`config.mk`:
```
export PLATFORM = sky130hd
export DESIGN_NAME = nolt_ctrl
export DESIGN_NICKNAME = d
export VERILOG_FILES = /design/src/rtl/core/nolt_pkg.sv /design/src/rtl/core/nolt_ctrl.sv
export SDC_FILE = /design/constraint.sdc
export NUM_CORES = 1
export LEC_CHECK = 0
export ABC_AREA = 1
export BUFFER_PORTS_ARGS = -buffer_cell sky130_fd_sc_hd__buf_2
export CAP_MARGIN = 20
export CORE_AREA = 2 2 39 41
export DETAILED_ROUTE_END_ITERATION = 6
export DIE_AREA = 0 0 41 43
export GPL_TIMING_DRIVEN = 0
export HOLD_SLACK_MARGIN = 0.02
export PLACE_DENSITY_LB_ADDON = 0.25
export SYNTH_ARGS = -nofsm -noshare
export SYNTH_HDL_FRONTEND = slang
export SYNTH_SLANG_ARGS = --single-unit
```
`constraint.sdc`:
```
create_clock -name clk_i -period 1.6 [get_ports clk_i]
set_clock_uncertainty 0.15 [all_clocks]
set_input_delay 0.16 -clock clk_i [delete_from_list [all_inputs] [get_ports clk_i]]
set_output_delay 0.16 -clock clk_i [all_outputs]
set_load 0.01 [all_outputs]
```
`src/rtl/core/nolt_pkg.sv`:
```
// ============================================================================
// nolt_pkg - shared definitions for the line-start lookup block
// Sizes, action and status codes, and the controller/datapath bundles.
// ============================================================================
package nolt_pkg;

  // Table geometry
  localparam int unsigned MAX_LINES   = 1024;
  localparam int unsigned OFFSET_BITS = 32;
  localparam int unsigned IDX_W       = $clog2(MAX_LINES);
  localparam int unsigned CNT_W       = $clog2(MAX_LINES + 1);

  // Field widths
  localparam int unsigned ACT_W  = 2;
  localparam int unsigned POS_W  = 32;
  localparam int unsigned LINE_W = 32;
  localparam int unsigned COL_W  = 32;
  localparam int unsigned STS_W  = 2;

  // Action codes
  localparam logic [ACT_W-1:0] ACT_APPEND = 2'd0;
  localparam logic [ACT_W-1:0] ACT_LOOKUP = 2'd1;
  localparam logic [ACT_W-1:0] ACT_CLEAR  = 2'd2;

  // Status codes
  localparam logic [STS_W-1:0] STS_OK    = 2'd0;
  localparam logic [STS_W-1:0] STS_FULL  = 2'd1;
  localparam logic [STS_W-1:0] STS_ORDER = 2'd2;

  // Controller to datapath
  typedef struct packed {
    logic accept;      // latch the incoming item
    logic app_check;   // check and store an appended line start
    logic srch_issue;  // first search probe from the initial bounds
    logic srch_step;   // narrow bounds and issue the next probe
    logic load_out;    // move the result into the output register
  } cmd_t;

  // Datapath to controller
  typedef struct packed {
    logic srch_done;   // search bounds have met
    logic out_free;    // output register can take a result
  } sts_t;

endpackage

```
`src/rtl/core/nolt_ctrl.sv`:
```
// ============================================================================
// nolt_ctrl - sequencer for append, lookup and clear
// Accepts one item at a time and steps the datapath through it.
// ============================================================================
module nolt_ctrl (
  input  logic                       clk_i,
  input  logic                       rst_ni,
  input  logic                       in_valid_i,
  input  logic [nolt_pkg::ACT_W-1:0] in_action_i,
  output logic                       in_ready_o,
  input  nolt_pkg::sts_t             sts_i,
  output nolt_pkg::cmd_t             cmd_o
);

  typedef enum logic [2:0] {
    ST_IDLE,
    ST_APP_CHECK,
    ST_SRCH_ISSUE,
    ST_SRCH_STEP,
    ST_RESULT
  } state_e;

  state_e state_q, state_d;

  assign in_ready_o = (state_q == ST_IDLE);

  // Next state and commands
  always_comb begin
    state_d = state_q;
    cmd_o   = '0;
    case (state_q)
      ST_IDLE: begin
        if (in_valid_i) begin
          cmd_o.accept = 1'b1;
          case (in_action_i)
            nolt_pkg::ACT_APPEND: state_d = ST_APP_CHECK;
            nolt_pkg::ACT_LOOKUP: state_d = ST_SRCH_ISSUE;
            default:              state_d = ST_RESULT;
          endcase
        end
      end
      ST_APP_CHECK: begin
        cmd_o.app_check = 1'b1;
        state_d         = ST_RESULT;
      end
      ST_SRCH_ISSUE: begin
        cmd_o.srch_issue = 1'b1;
        state_d          = sts_i.srch_done ? ST_RESULT : ST_SRCH_STEP;
      end
      ST_SRCH_STEP: begin
        cmd_o.srch_step = 1'b1;
        if (sts_i.srch_done) begin
          state_d = ST_RESULT;
        end
      end
      ST_RESULT: begin
        if (sts_i.out_free) begin
          cmd_o.load_out = 1'b1;
          state_d        = ST_IDLE;
        end
      end
      default: state_d = ST_IDLE;
    endcase
  end

  // Hold state
  always_ff @(posedge clk_i or negedge rst_ni) begin
    if (!rst_ni) begin
      state_q <= ST_IDLE;
    end else begin
      state_q <= state_d;
    end
  end

endmodule

```
# Yosys cells after proc, flatten, opt, wreduce, memory -nomap -nowiden

Index checks and enable logic that the tools add are counted.

Bits in registers: 3
Bits of input ports: 7
Output and inout bits: 6
Word-level logic and storage cells: 25

Eq/ne operators: 8
Muxes and demuxes: 13
Reduce and logical (&&, ||, !) cells: 3

Operators with widths:

| kind                                           | count |
|---|---|
| one-hot mux 3 bit (5 select lines)             | 1 |
| 2-to-1 mux 3 bit                               | 4 |
| 2-to-1 mux 1 bit                               | 7 |
| == test 3 x 2 -> 1 bit (second input constant) | 2 |
| inequality test 2 bit (second input constant)  | 3 |
| one-hot mux 3 bit (2 select lines)             | 1 |
| == test 3 x 1 -> 1 bit (second input constant) | 1 |
| == test 3 bit (second input constant)          | 1 |
| logical NOT 3 bit                              | 1 |
| AND reduction 3 bit                            | 1 |
| == test 2 x 1 -> 1 bit (second input constant) | 1 |
| logical NOT 2 bit                              | 1 |

# Longest topological paths before layout

Gate-level depths: netlist (run 1).

Depth after elaboration: 4
Gate-level depth with buffers: 7
Depth with buffers taken out: 7

# Worst setup path after synthesis (run 1)

Ideal clock, no wire load.

Kind: register -> register
Start: reg state_q[0]
End: reg state_q[0]
Setup time: 0.117 ns
Data arrival time: 0.890 ns
Path slack: 0.443 ns
Stages on the path, launching flop included: 7
Path buffers: 0
Period minus slack after synthesis: 1.157 ns
Cells stage by stage: dfrtp_1 nor2_1 nand3_1 nand2_1 nor2_1 nand2_1 nand2_1

Longest elaborated chain between the ends: 3
Elaborated cells on any way between the ends: 10

RTL lines:

| element                                        | RTL line        | RTL |
|---|---|---|
| start: declaration                             | nolt_ctrl.sv:23 | `state_e state_q, state_d;` |
| start signal: assignment                       | nolt_ctrl.sv:71 | `state_q <= state_d;` |
| == test 3 x 2 -> 1 bit (tied with other cells) | nolt_ctrl.sv:31 | `case (state_q)` |
| inequality test 2 bit (no source line)         | n/a             |  |
| AND reduction 3 bit (no source line)           | n/a             |  |

Parallel ways exist; a longest one is shown, timed or not.
A chain may end at the register's enable or synchronous reset.

==> results of run 1 <==
## worst min path at each step
stage,start,to,slack (ps)
detailed placement,rst_ni,state_q[2]$_DFFE_PN0P_,-190
global route,sts_i[0],state_q[2]$_DFFE_PN0P_,60
CTS,sts_i[0],state_q[2]$_DFFE_PN0P_,40
global placement,rst_ni,state_q[2]$_DFFE_PN0P_,-190
finish,sts_i[0],state_q[2]$_DFFE_PN0P_,50
floorplan,rst_ni,state_q[0]$_DFFE_PN0P_,-290
## worst min-delay path, stage by stage
cell	delay, ps
buf_2	100
nor3_2	50
inv_1	40
nand2_1	40
## through the flow
| stage | power (mW) | cells |
|---|---|---|
| after floorplan | 0.3378 | 42 |
| after global placement | 0.4304 | 70 |
| after detailed placement | 0.4268 | 70 |
| after CTS | 0.5668 | 75 |
| after global routing | 0.6120 | 75 |
| final | 0.5549 | 75 |
## cell families after synthesis
| logic type | after synthesis |
|---|---|
| buffers and inverters | 9 |
| AO/OA/AOI/OAI | 2 |
| flip-flops | 3 |
| AND/OR/NAND/NOR | 28 |
## repair_timing
item / CTS / global route
hold buffers: 1 / 0
hold endpoints to repair: 3 / 0
setup endpoints to repair: 0 / 0
## cell type report
type	count	area share [%]
multi-input cells	30	38.36
flip-flops and latches	3	20.55
repair buffers	13	19.18
inverters	9	9.247
clock buffers	4	7.192
well taps	16	5.479
## power by group through the flow
stage          Sequential, mW  Combinational (mW)  Clock, mW
2_1_floorplan           0.131               0.206          0
3_3_place_gp            0.141               0.290          0
3_5_place_dp            0.139               0.287          0
4_1_cts                 0.139               0.290      0.138
5_1_grt                 0.143               0.323      0.146
6_report                0.139               0.286      0.130
## metal layers
layer / GRT usage [%] / vias up / part of all wire [%] / wire length (um)
li1: - / 165 / - / -
met1: 9.091 / 124 / 47 / 275
met2: 10.00 / 11 / 45 / 260
met3: 4.712 / 0 / 7.4 / 43
met4: 6.000 / 0 / 0 / 0
met5: 0 / - / 0 / 0
## layout by cell type, fill, tap and decap left out
cell,netlist,layout
or2_2,1,1
o21ai_0,2,2
nor3_2,1,1
nor2_1,5,5
clkbuf_4,0,3
nand2_2,2,2
clkbuf_1,0,1
nand3_1,5,5
nor3_1,2,2
nand2_1,11,11
dlygate4sd3_1,0,1
dfrtp_1,3,3
buf_2,0,12
inv_1,8,8
nor2_2,1,1
inv_2,1,1
==> impl_results.md, run 1 <==
- Req. time, crit path: 1290 ps
- Crit-path most repeated cell: nor2_1
- Leakage: about 0.22 nW
- CTS tree: built
- Post-route cell area: between 300 and 400 um^2
- Sequential power share: approximately 25%
- Critical Setup Path Class: flip-flop to primary output
- Async SR Flop Fraction: between 90% and 100%
- Fill count: 163
- Max VDD drop: 0.2786 mV
- Layout cells sized above 1: between 30% and 40%
- Detailed Route WL: 579 um
- Yosys top cell area share: between 30% and 40%
- Hold Vio Cnt, Final: 0
- Synth warn: 0
- Part of the Yosys area used for sequential elements: 30.15%
- PortBufs: 12
- CP max stage cell: dfrtp_1
- Rows: 14
- Crit. End Element: primary output
- Post-synthesis simple-gate area fraction: roughly 52%
- DP HPWL: 476.9 um
- Total negative slack: 0 ps
- Horiz. Die Dim: slightly above 40 um
- Largest regs: state_q: 3 flops
- Layout Area Growth over Synthesis: 46.73%
- Sink Count: 3
- Initial antenna violation count: 0
- Largest family of logic cells by synthesized area: simple AND/OR/NAND/NOR gates
- Hold path cells: 4
- CTS H-tree lvls: 1
- CP Capture Point: cmd_o[4]
- Setup violators final: 0
- Initial Util: 17.99%
- Via count of the routed design: 300
- Crit path time final: ~1500 ps
- RSZ-0062 raised after global routing: false
- Internal power: slightly above 0.3 mW
- Die H: 43 um
- Worst r2r dst: state_q[0]$_DFFE_PN0P_
- Synthesized area: between 200 and 250 um^2
- Yosys reg bits: 3
- Worst hold margin: between 40 and 50 ps
- Worst-skew pair later-pin latency: approximately 230 ps
- Worst Reg-to-Reg Cells: 6
- Clock power frac: between 20% and 30%
- Cell taking the most area after synthesis: dfrtp_1
- Final slew viol count: 0
- HP Class: input pin to flip-flop
- Post-synthesis compound-gate area fraction: 4.020%
- Largest net degree at the start of global routing: 7
- Ant. Diodes: 0
- Most common cell in the synthesized netlist: nand2_1
- R2R setup slack: about 350 ps
- Die area: ~1800 um^2
- Footprint of the multi-input gates: around 140 um^2
- Crit path max fanout: 5
- Mux contribution to synthesized area: 0%
- Post-Synthesis Cells: 42
- CP peak stage delay: slightly above 400 ps
- Pre-CTS setup slack: around 350 ps
- DR iter-0 viols: 9
- Drt drc: 0
- Avg Inst Size Synth: a little under 6 um^2
- Grt total ovfl: 0
- Nets: between 60 and 70
- CTS root buffer: clkbuf_4
- Switching share of power: between 40% and 50%
- Crit-path cells: nor2_1 -> nand2_2 -> nor2_1 -> buf_2
- Buffers & Inverters on Critical Path: 1
- Clock slew at reported path FFs: around 40 ps
- Largest cells by area after synthesis: dfrtp_1 30%, nand2_1 17%, inv_1 12%
- Fin util: 26.40%
- Final WS setup: 123.0 ps
- Cell Area, Placed: between 300 and 400 um^2
- Delay-heaviest family, CP: flip-flops
- Top cells by count, synth: 11 x nand2_1, 8 x inv_1, 5 x nand3_1, 5 x nor2_1, 3 x dfrtp_1
- Total CTS buffers: 3
- Post-CTS setup buffer count: 0
- CP startpoint: state_q[0]$_DFFE_PN0P_
- Switch Pwr: about 0.25 mW
- Maximum clock path buffer count: 2
- Reg with most FFs: state_q
- WL/cell: 7.720 um
- Syn_nets: a little under 50
- Unique cell type count in the Yosys netlist: 12
- Post-synthesis xor/xnor area fraction: 0%
- Worst-Margin Slew: ~200 ps
- Placer congestion estimate: between 0.6 and 0.7
- Register area: between 70 and 80 um^2
- Comb pwr share: slightly above 50%
- FMAX: a little under 700 MHz
- Detail Route Antenna Nets: 0
- Critical Path Source Type: flip-flop
- GRT Total Usage: 7.855%
- Crit path DAT: around 1200 ps
- Synth Flop Type: dfrtp_1
- Number of flip-flops in the largest register: 3
- Power per standard cell area: roughly 1500 nW/um^2
- Vias per Instance: about 4
- Resized cells post-CTS: 0
- Max-Slew Margin vs Limit: between 80% and 90%
- IO Pins: 13
- Period utilisation layout: 92.31%
- Post-synth EDFFs: 0
- Status: finished, final reports clean
- Levels on crit path: 4
- MaxCap Viol Count: 0
- Post-Synth Adder-Cell Area: 0%
- Area of the core: 1384 um^2
- Reg2reg start: state_q[0]$_DFFE_PN0P_
- First-pass GRT wire length: 869 um
- Vias in the first global route: 231
- Pre-antenna DRT Iters: 4
Note: power is estimated with default switching activity, not from simulation.
==> inputs of run 2 (changes only) <==
- CELL_PAD_IN_SITES_DETAIL_PLACEMENT: unset -> 1
- CELL_PAD_IN_SITES_GLOBAL_PLACEMENT: unset -> 1
- CTS_CLUSTER_DIAMETER: unset -> 100
- TNS_END_PERCENT: unset -> 20
==> run 2 against run 1 <==
Against the previous run:
- fmax grew 1.8%
- utilization rose by 0.18 points
- largest cell class unchanged
- register-to-register slack better by 20 ps
- highest routed layer is now met4
- clock power grew 3%
- sequential share of layout area fell by 0.14 points
- global-route usage rose by 0.90 points
==> impl_results.md, run 2 (synthesis results as in run 1) <==
- Period utilisation layout: 90.66% (-1.7 points)
- DR iter-0 viols: 1 (-8)
- Worst Reg-to-Reg Cells: 6 (unchanged)
- WL/cell: 8.400 um (+8.8%)
- Initial antenna violation count: 0 (unchanged)
- Via count of the routed design: 300 (unchanged)
- Max VDD drop: 0.3212 mV (+15%)
- Reg2reg start: state_q[0]$_DFFE_PN0P_
- Total CTS buffers: 3 (unchanged)
- Crit path DAT: 1140 ps (-30 ps)
- Pre-antenna DRT Iters: 2 (-2)
- PortBufs: 12 (unchanged)
- HP Class: input pin to flip-flop
- Area of the core: 1384 um^2 (unchanged)
- Req. time, crit path: 1290 ps (about the same)
- Hold path cells: 4 (unchanged)
- Drt drc: 0 (unchanged)
- MaxCap Viol Count: 0 (unchanged)
- Power per standard cell area: 1541 nW/um^2 (+1.5%)
- DP HPWL: 544 um (+14%)
- Vias in the first global route: 268 (+16%)
- Most frequent cells in the layout: 12 x buf_2, 11 x nand2_1, 8 x inv_1, 5 x nand3_1, 4 x nor2_1
- Ant. Diodes: 0 (unchanged)
- Layout Area Growth over Synthesis: 47.74%
- Die area: 1763 um^2 (unchanged)
- Rows: 14 (unchanged)
- Placer congestion estimate: 0.6239 (-0.86%)
- Setup violators final: 0 (unchanged)
- Critical Setup Path Class: flip-flop to primary output
- Initial Util: 17.99% (unchanged)
- Worst-skew pair later-pin latency: 230 ps (about the same)
- Worst Hold Path EP: state_q[2]$_DFFE_PN0P_
- Hold_sp: sts_i[0]
- Leakage: 0.2242 nW (+0.31%)
- Worst r2r dst: state_q[0]$_DFFE_PN0P_
- IO Pins: 13 (unchanged)
- R2R setup slack: 370 ps (+20 ps)
- Max-Slew Margin vs Limit: 88.13% (+1.8 points)
- CTS root buffer: clkbuf_4
- Fill count: 191 (+17%)
- Post-CTS setup buffer count: 0 (unchanged)
- Vias per Instance: 4.000 (unchanged)
- Hold Vio Cnt, Final: 0 (unchanged)
- Horiz. Die Dim: 41 um (unchanged)
- Crit path max fanout: 5 (unchanged)
- Worst-Margin Slew: 176.1 ps (-28.28 ps)
- Crit path time final: 1451 ps (-26.48 ps)
- Detail Route Antenna Nets: 0 (unchanged)
- Status: finished, final reports clean
- GRT Total Usage: 8.753% (+0.90 points)
- Post-route cell area: 367.9 um^2 (+0.69%)
- Largest net degree at the start of global routing: 7 (unchanged)
- Total negative slack: 0 ps (unchanged)
- Cell Area, Placed: 329.1 um^2 (unchanged)
- Crit. End Element: primary output
- Detailed Route WL: 630 um (+8.8%)
- Layout cells sized above 1: 37.29% (+1.7 points)
- Commonest non-fill, non-tap cell in the layout: buf_2
- Nets: 67 (unchanged)
- Die H: 43 um (unchanged)
- Clock slew at reported path FFs: 40 ps (about the same)
- RSZ-0062 raised after global routing: false
- CTS H-tree lvls: 1 (unchanged)
- Final slew viol count: 0 (unchanged)
- Number of flip-flops in the largest register: 3 (unchanged)
- Maximum clock path buffer count: 2 (unchanged)
- Reg with most FFs: state_q
- Grt total ovfl: 0 (unchanged)
- Critical Path Source Type: flip-flop
- CP startpoint: state_q[0]$_DFFE_PN0P_
- Sink Count: 3 (unchanged)
- First-pass GRT wire length: 1041 um (+20%)
- Largest regs: state_q: 3 flops
- CTS tree: built
- FMAX: 689.4 MHz (+1.8%)
-- run 2: cell count changes in the layout (fill, tap and decap cells not counted) --
cell    previous run  this run
nor2_1             5         4
nor2_2             1         2
-- run 2: report_power, final --
part | total (mW) | internal, mW | switching [mW]
Sequential | 0.142 | 0.104 | 0.0377
Combinational | 0.291 | 0.112 | 0.180
Clock | 0.134 | 0.0936 | 0.0405
Total | 0.567 | 0.309 | 0.258
-- run 2: final cells by class --
cell class	count	area [um^2]	area share (%)
repair buffers	13	70.07	19.05
inverters	9	33.78	9.184
clock buffers	4	26.28	7.143
multi-input cells	30	142.6	38.78
well taps	16	20.02	5.442
flip-flops and latches	3	75.07	20.41
-- run 2: how the worst max path moves through the flow --
stage | to | slack, ps | cells after the start
floorplan | state_q[0]$_DFFE_PN0P_ | 440 | 6
global placement | state_q[0]$_DFFE_PN0P_ | 300 | 6
detailed placement | state_q[0]$_DFFE_PN0P_ | 290 | 6
CTS | cmd_o[4] | 70 | 4
global route | cmd_o[4] | 50 | 4
finish | cmd_o[4] | 150 | 4
-- run 2: per-stage QoR --
step / power, mW / util [%] / cells / setup WS (ps) / hold slack (ps)
2_1_floorplan: 0.3378 / - / 42 / 442.8 / -285.6
3_3_place_gp: 0.4363 / 23.78 / 70 / 304.6 / -193.3
3_5_place_dp: 0.4364 / 23.78 / 70 / 292.6 / -192.7
4_1_cts: 0.5788 / 26.40 / 75 / 66.94 / 40.42
5_1_grt: 0.6313 / 26.58 / 75 / 47.42 / 58.25
6_report: 0.5670 / 26.58 / 75 / 149.5 / 40.75
-- run 2: critical path, cell delays in order, from the launching register on --
cell and delay [ps]:
dfrtp_1 430, nor2_2 190, nand2_2 80, nor2_1 80, buf_2 130
-- run 2: routing by layer --
metal	GRT usage (%)	up-vias	wire length, um
met2	12.81	10	294
met4	6.000	0	15
li1	-	160	-
met3	1.571	3	36
met1	11.00	127	282
met5	0	-	0
-- run 2: repair_timing --
item	CTS	global route
endpoints found under the setup margin	0	1
hold buffers	1	0
hold endpoints to repair	3	0
resized for setup	0	1
==> inputs of run 3 (changes only) <==
--- a/constraint.sdc
+++ b/constraint.sdc
@@ -3,3 +3,3 @@
 set_input_delay 0.16 -clock clk_i [delete_from_list [all_inputs] [get_ports clk_i]]
 set_output_delay 0.16 -clock clk_i [all_outputs]
-set_load 0.01 [all_outputs]
+set_load 0.005 [all_outputs]
==> run 3 against run 2 <==
Against the previous run:
- flip-flop and latch count stayed put
- worst setup slack lost 25 ps
- critical endpoint unchanged
- highest routed layer unchanged
- worst hold slack about the same
- final cell count unchanged
- fmax fell by 1.7%
- combinational power shrank 7.6%
==> impl_results.md, run 3 (synthesis results as in run 1) <==
- Rows: 14 (unchanged)
- Switch Pwr: 0.2362 mW (-8.4%)
- Crit path DAT: 1170 ps (+30 ps)
- Most frequent cells in the layout: 12 x buf_2, 11 x nand2_1, 8 x inv_1, 5 x nor2_1, 5 x nand3_1
- CTS root buffer: clkbuf_4
- Hold Vio Cnt, Final: 0 (unchanged)
- GRT Total Usage: 8.753% (unchanged)
- PortBufs: 12 (unchanged)
- Pre-antenna DRT Iters: 2 (unchanged)
- Die area: 1763 um^2 (unchanged)
- Max VDD drop: 0.3184 mV (-0.87%)
- Resized cells post-CTS: 0 (unchanged)
- Vias per Instance: 4.000 (unchanged)
- Reg with most FFs: state_q
- WL/cell: 8.427 um (+0.32%)
- Crit-path most repeated cell: nor2_1
- First-pass GRT wire length: 1041 um (unchanged)
- FMAX: 677.5 MHz (-1.7%)
- Total CTS buffers: 3 (unchanged)
- Die H: 43 um (unchanged)
- Clock slew at reported path FFs: 40 ps (about the same)
- Post-CTS Hold Buffers: 1 (unchanged)
- Setup violators final: 0 (unchanged)
- Max-Slew Margin vs Limit: 85.74% (-2.4 points)
- Highest metal used: met4
- Sequential power share: 25.7% (+0.7 points)
- Horiz. Die Dim: 41 um (unchanged)
- CTS tree: built
- DP HPWL: 544 um (unchanged)
- Internal power: 0.3057 mW (-1.1%)
- Detailed Route WL: 632 um (+0.32%)
- Via count of the routed design: 300 (unchanged)
- Met2 wire length: 295 um (+0.34%)
- Number of flip-flops in the largest register: 3 (unchanged)
- DR iter-0 viols: 1 (unchanged)
- CP startpoint: state_q[0]$_DFFE_PN0P_
- Vias in the first global route: 268 (unchanged)
- Total negative slack: 0 ps (unchanged)
- Req. time, crit path: 1290 ps (about the same)
- Power per standard cell area: 1483 nW/um^2 (-3.8%)
- CTS H-tree lvls: 1 (unchanged)
- CP max stage cell: dfrtp_1
- Clock power frac: 24.7% (+1.1 points)
- MaxCap Viol Count: 0 (unchanged)
- Met3 WL: 36 um (unchanged)
- Sink Count: 3 (unchanged)
- Fin util: 26.40% (-0.18 points)
- Reg2reg start: state_q[0]$_DFFE_PN0P_
- Hold_sp: sts_i[0]
- Critical Path Source Type: flip-flop
- Layout cells sized above 1: 35.59% (-1.7 points)
- Maximum clock path buffer count: 2 (unchanged)
- Largest net degree at the start of global routing: 7 (unchanged)
- Initial Util: 17.99% (unchanged)
- Detail Route Antenna Nets: 0 (unchanged)
- IO Pins: 13 (unchanged)
- Crit path max fanout: 5 (unchanged)
- Layout Area Growth over Synthesis: 46.73%
- Grt total ovfl: 0 (unchanged)
- Post-CTS setup buffer count: 0 (unchanged)
- CP peak stage delay: 420 ps (about the same)
- Period utilisation layout: 92.25% (+1.6 points)
- Design Power: 0.5419 mW (-4.4%)
- Ant. Diodes: 0 (unchanged)
- Commonest non-fill, non-tap cell in the layout: buf_2
- Largest regs: state_q: 3 flops
- Critical Setup Path Class: flip-flop to primary output
- Switching share of power: 43.58% (-1.9 points)
- Met1 wire length: 283 um (+0.35%)
- HP Class: input pin to flip-flop
- Crit. End Element: primary output
- Final slew viol count: 0 (unchanged)
- Crit path time final: 1476 ps (+25.50 ps)
- Placer congestion estimate: 0.6239 (unchanged)
- Status: finished, final reports clean
- R2R setup slack: 320 ps (-50 ps)
- Worst-Margin Slew: 213.2 ps (+37.05 ps)
- Comb pwr share: 49.6% (-1.7 points)
- RSZ-0062 raised after global routing: false
- Worst-skew pair later-pin latency: 230 ps (about the same)
- Initial antenna violation count: 0 (unchanged)
- Crit-path cells: nor2_1 -> nand2_2 -> nor2_1 -> buf_2
- Nets: 67 (unchanged)
- Drt drc: 0 (unchanged)
- Leakage: 0.2235 nW (-0.31%)
- Fill count: 192 (+0.52%)
- Area of the core: 1384 um^2 (unchanged)
## run 3: cell count changes in the layout (fill, tap and decap cells not counted)
cell,previous run,this run
nor2_1,4,5
nor2_2,2,1
## run 3: critical path, delay by kind of cell (launching register included)
kind	cells	cell delay, ps
flip-flops	1	420
buffers and inverters	1	110
AND/OR/NAND/NOR	3	400
## run 3: layout make-up
class | count | area [um^2] | area share (%)
well taps | 16 | 20.02 | 5.479
repair buffers | 13 | 70.07 | 19.18
inverters | 9 | 33.78 | 9.247
flip-flops and latches | 3 | 75.07 | 20.55
multi-input cells | 30 | 140.1 | 38.36
clock buffers | 4 | 26.28 | 7.192
## run 3: path summary, 6_finish.rpt
| path | depth (start not counted) | end |
|---|---|---|
| worst max-delay path | 4 | cmd_o[4] |
| worst min-delay path | 4 | state_q[2]$_DFFE_PN0P_ |
| worst max register to register | 6 | state_q[0]$_DFFE_PN0P_ |
| worst min register to register | 3 | state_q[1]$_DFFE_PN0P_ |
| max in group asynchronous | 2 | state_q[0]$_DFFE_PN0P_ |
| min in group asynchronous | 2 | state_q[1]$_DFFE_PN0P_ |
## run 3: metrics by stage
| stage | hold slack [ps] | setup WS [ps] | cells | instance area, um^2 |
|---|---|---|---|---|
| after floorplan | -285.6 | 442.8 | 42 | 249.0 |
| after global placement | -193.3 | 304.6 | 70 | 329.1 |
| after detailed placement | -192.7 | 292.6 | 70 | 329.1 |
| after CTS | 40.42 | 84.73 | 75 | 365.4 |
| after global routing | 58.25 | 0.2061 | 75 | 365.4 |
| final | 40.70 | 124.0 | 75 | 365.4 |
## run 3: power groups by stage
stage               clock (mW)  combinational [mW]  sequential (mW)
finish                   0.134               0.269            0.139
CTS                      0.140               0.278            0.141
global placement             0               0.274            0.143
floorplan                    0               0.187            0.131
detailed placement           0               0.275            0.142
global route             0.149               0.313            0.145
## run 3: layer usage
metal	vias up	global-route usage (%)
met2	10	12.81
met5	-	0
li1	160	-
met4	0	6.000
met1	127	11.00
met3	3	1.571
